<file path="src/sv/assert_macros.svh">
// ----------------------------------------------------------------------------
// assert_macros.svh
// Assertion macros for the block buffer cache; compiled away under synthesis.
// ----------------------------------------------------------------------------
`ifndef ASSERT_MACROS_SVH
`define ASSERT_MACROS_SVH
`ifndef SYNTHESIS
// Combinational property checked at every edge outside reset
`define HB_ASSERT(lbl, expr) \
  lbl: assert property (@(posedge clk) disable iff (rst) (expr)) \
    else $error("hbbc assertion failed");
// Implication property checked at every edge outside reset
`define HB_ASSERT_IMP(lbl, ante, cons) \
  lbl: assert property (@(posedge clk) disable iff (rst) (ante) |-> (cons)) \
    else $error("hbbc implication failed");
// Next-cycle implication
`define HB_ASSERT_NXT(lbl, ante, cons) \
  lbl: assert property (@(posedge clk) disable iff (rst) (ante) |=> (cons)) \
    else $error("hbbc next-cycle check failed");
`else
`define HB_ASSERT(lbl, expr)
`define HB_ASSERT_IMP(lbl, ante, cons)
`define HB_ASSERT_NXT(lbl, ante, cons)
`endif
`endif

</file>
<file path="src/sv/hbbc_pkg.sv">
// ----------------------------------------------------------------------------
// hbbc_pkg
// Shared types and codes of the hashed block buffer cache.
// ----------------------------------------------------------------------------
`default_nettype none
package hbbc_pkg;

  // Request codes
  localparam logic [1:0] REQ_GET     = 2'd0;
  localparam logic [1:0] REQ_RELEASE = 2'd1;
  localparam logic [1:0] REQ_PIN     = 2'd2;

  // Status codes
  localparam logic [1:0] STATUS_OK     = 2'd0;
  localparam logic [1:0] STATUS_NOFREE = 2'd1;
  localparam logic [1:0] STATUS_COUNT  = 2'd2;

  localparam logic [15:0] COUNT_MAX  = 16'hffff;
  localparam logic [31:0] STAMP_NONE = 32'hffffffff;

  typedef struct packed {
    logic [1:0]  req_type;
    logic [7:0]  device_id;
    logic [31:0] block_number;
    logic [4:0]  slot_set;
    logic [4:0]  slot_way;
    logic [31:0] time_now;
  } req_t;

  typedef struct packed {
    logic [1:0]  status;
    logic [4:0]  result_set;
    logic [4:0]  result_way;
    logic        was_hit;
    logic        needs_disk_read;
    logic [15:0] count_after;
  } rsp_t;

  // One buffer slot
  typedef struct packed {
    logic [7:0]  dev;
    logic [31:0] blk;
    logic [15:0] cnt;
    logic [31:0] stamp;
    logic        vld;
  } entry_t;

  typedef enum logic [2:0] {
    ST_IDLE,
    ST_MODW,
    ST_RD,
    ST_LOOK,
    ST_SCAN,
    ST_VIC,
    ST_WR,
    ST_DONE
  } state_t;

endpackage
`default_nettype wire

</file>
<file path="src/sv/hbbc_set_mod.sv">
// ----------------------------------------------------------------------------
// hbbc_set_mod
// Block number modulo the set count, folded in one byte per cycle.
// ----------------------------------------------------------------------------
`default_nettype none
module hbbc_set_mod
  import hbbc_pkg::*;
#(
  parameter int NUM_SETS = 17,
  localparam int SET_W = $clog2(NUM_SETS + 1)
) (
  input  wire logic              clk,
  input  wire logic              rst,
  input  wire logic              start,
  input  wire logic [31:0]       value,
  output logic                   done,
  output logic [SET_W-1:0]       result
);

  localparam logic [SET_W:0] NMOD = (SET_W + 1)'(NUM_SETS);

  logic [31:0]      shreg;
  logic [1:0]       cnt;
  logic             run;
  logic [SET_W-1:0] acc;
  logic [SET_W-1:0] acc_next;

  // Fold in the next byte, MSB first: one compare-subtract per bit
  always_comb begin
    logic [SET_W:0] t;
    acc_next = acc;
    for (int b = 7; b >= 0; b--) begin
      t = {acc_next, shreg[24 + b]};
      if (t >= NMOD) t = t - NMOD;
      acc_next = t[SET_W-1:0];
    end
  end

  // Control
  always_ff @(posedge clk) begin
    if (rst) begin
      run  <= 1'b0;
      done <= 1'b0;
      cnt  <= '0;
    end else begin
      done <= 1'b0;
      if (start) begin
        run <= 1'b1;
        cnt <= '0;
      end else if (run) begin
        cnt <= cnt + 2'd1;
        if (cnt == 2'd3) begin
          run  <= 1'b0;
          done <= 1'b1;
        end
      end
    end
  end

  // Datapath
  always_ff @(posedge clk) begin
    if (start) begin
      shreg <= value;
      acc   <= '0;
    end else if (run) begin
      shreg <= shreg << 8;
      acc   <= acc_next;
    end
  end

  assign result = acc;

endmodule
`default_nettype wire

</file>
<file path="config.mk">
export PLATFORM = sky130hd
export DESIGN_NAME = hbbc_set_mod
export DESIGN_NICKNAME = d
export VERILOG_FILES = /design/src/sv/assert_macros.svh /design/src/sv/hbbc_pkg.sv /design/src/sv/hbbc_set_mod.sv
export SDC_FILE = /design/constraint.sdc
export NUM_CORES = 1
export LEC_CHECK = 0
export BUFFER_PORTS_ARGS = -buffer_cell sky130_fd_sc_hd__buf_2
export CAP_MARGIN = 5
export CORE_MARGIN = 4
export CORE_UTILIZATION = 30
export DETAILED_ROUTE_END_ITERATION = 16
export GPL_TIMING_DRIVEN = 0
export PLACE_DENSITY = 0.45
export SYNTH_ARGS = -nofsm -noshare
export SYNTH_HDL_FRONTEND = slang
export SYNTH_SLANG_ARGS = --single-unit
</file>
<file path="constraint.sdc">
create_clock -name clk -period 27.6 [get_ports clk]
set_input_delay 1.38 -clock clk [delete_from_list [all_inputs] [get_ports clk]]
set_output_delay 1.38 -clock clk [all_outputs]
set_load 0.005 [all_outputs]
</file>
==> reports/results.ini <==
[outcome]
outcome=finished clean

[cts]
clk_path_buf_depth=2
cts_tree=done
cts_hold_buf=0
htree_levels=2
cts_buffers=5
clk_pin_slew_worst_paths_ps=70
clock_sinks=41
cts_setup_buffers=0
postCtsResizedCells=0
cts_root_buffer=clkbuf_16
clk_latency_ps=280

[yosys]
syn_area_per_cell_sq_um=10.5
syn_area_sq_um=3670
synth_edf_count=32
ys_types=81
ys_ff_latch=41
yosysWarnings=0
synth_fp_nets=401
synth_ff_type=edfxtp_1
postSynthCellCount=349
postSynth.asyncResetShare_pct=0
seq_area_frac_synth_pct=31.1

[place]
port_buffers=39
post-dp-hpwl_mm=6.46
place_congestion=0.731

[hold_path]
hold_path_startpoint=cnt[1]$_SDFFE_PP0P_
hp-class=register to register
whs_path_depth=2

[layout]
layout_common_cells=buf_2, edfxtp_1, mux2_2
drive_gt1_share_pct=31.8
diodes=0
layout.nets=447
layout_commonest_cell=buf_2
area_growth_pct=15.0

[die]
dieArea_sq_um=14100
die_h_um=119
placementRows=40
die_w_um=119
design.core.area_sq_um=12000
ios=41
initial_core_util_pct=30.6

[routing]
wl_met3_um=257
routedWlPerCell_um=15.2
wl_met1_mm=4.01
drt_iter0_drc=78
ant_nets=0
viasPerCell=5.22
firstDrtPassIters=4
num_vias=2837
routed.top_layer=met4
drc=0
met2_length_mm=3.92
finalWirelength_mm=8.26

[worst_setup_path]
cp-end-kind=register
critPathRequiredTime_ps=27790
cp-start-kind=register
crit_top_cell=ha_1
crit_arrival_ps=13410
endpoint=result[1]$_SDFFE_PP0P_
cp_max_fo=8
worstRegToRegCells=47
path_class=register to register
cp_slowest_stage_delay_ps=550
worstReg2RegStart=result[0]$_SDFFE_PP0P_
slowest_stage=nor4_2
r2r-end=result[1]$_SDFFE_PP0P_
r2r_setup_slack_ps=14380
crit_path_start=result[0]$_SDFFE_PP0P_

[timing]
drv_slew=0
setup_viol=0
fmax_mhz=75.6
fin_skew_ps=5.36
rsz0062_at_grt=no
hold_viol=0
period_needed_ps=13220
relSlewSlack_pct=48.8
timing.setup.tns_ps=0
fin_crit_sh_pct=47.9
tightest_slew_ps=769

[grt]
grt_pass1_vias=2915
grt_max_degree=33
grtUsageTotal_pct=12.0
antenna_found_initial=0
grt_pass1_wl_mm=14.1
globalRouteOverflowTotal=0

[job]
max_cap_viol_count=0

[flip-flops by register name (all words and copies together) (netlist names)]
signal,cells
cnt,2
result,5
run,1
done,1
shreg,32
[worst min-delay path by stage]
stage | to | slack (ps)
3_3_place_gp | cnt[1]$_SDFFE_PP0P_ | 520
3_5_place_dp | cnt[1]$_SDFFE_PP0P_ | 520
5_1_grt | shreg[20]$_DFFE_PP_ | 560
6_report | cnt[1]$_SDFFE_PP0P_ | 530
2_1_floorplan | cnt[1]$_SDFFE_PP0P_ | 500
4_1_cts | cnt[1]$_SDFFE_PP0P_ | 540
[synth_stat cells, types with 3 or more instances]
master     n  area share, %
mux2_2    31            9.5
nor2b_1    3           0.51
and2_1    10            1.7
o21a_1     4           0.82
nand2_1   15            1.5
nor4_2     3            1.0
xnor2_1   12            2.9
a21oi_1    8            1.1
a211oi_1   5            1.0
o211ai_1   4           0.82
and3_1     7            1.2
a211oi_2   3            1.0
nor2_1    22            2.3
nor3b_1    4           0.82
or2_2      6            1.0
inv_1     18            1.8
a31oi_1    6            1.0
edfxtp_1  32             26
ha_1      17            5.8
nor4_1     3           0.51
dfxtp_1    9            4.9
nand3_1    7           0.95
o21ai_0    9            1.2
clkbuf_1   7           0.72
nor3_1    11            1.5
mux2i_1   18            4.9
xor2_1     3           0.72
[critical path: cells and delay by family (launching register included)]
family / cells / cell delay [ps]
AO/OA/AOI/OAI: 11 / 2990
XOR/XNOR: 7 / 2040
adder cells (fa/ha/maj): 8 / 2340
buffers and inverters: 4 / 590
flip-flops: 1 / 540
multiplexers: 4 / 1240
AND/OR/NAND/NOR: 13 / 3360
[final cells by class]
class                      count  area [sq um]
inverter                      18          67.6
multi-input combinational    279          2400
fill                        1238          7790
tap                          147           184
clock inverter                 3          46.3
sequential                    41          1140
timing repair buffer          39           195
buffer                        11          58.8
clock buffer                   5           125
[metal layers]
metal / vias up / GRT usage [%]
met5: - / 0
met4: 0 / 2.75
met3: 5 / 1.96
met2: 43 / 20.7
met1: 1347 / 15.5
li1: 1442 / -
[per-stage QoR]
step | setup WS (ps) | cells | utilization (%) | hold slack (ps) | instance area [sq um]
2_1_floorplan | 16240 | 349 | - | 497 | 3670
3_3_place_gp | 14480 | 535 | 33.7 | 521 | 4050
3_5_place_dp | 14440 | 535 | 33.7 | 524 | 4050
4_1_cts | 14350 | 543 | 35.1 | 537 | 4220
5_1_grt | 13240 | 543 | 35.1 | 557 | 4220
6_report | 14380 | 543 | 35.1 | 532 | 4220
[cell families after synthesis]
group | share of synthesized area [%]
AO/OA/AOI/OAI | 21.5
XOR/XNOR | 4.02
adder cells (fa/ha/maj) | 5.80
buffers and inverters | 3.44
flip-flops | 31.1
multiplexers | 16.1
AND/OR/NAND/NOR | 18.1
Power is not shown: default switching activity piles up to over one toggle a cycle in this logic, so the estimate is an artifact.
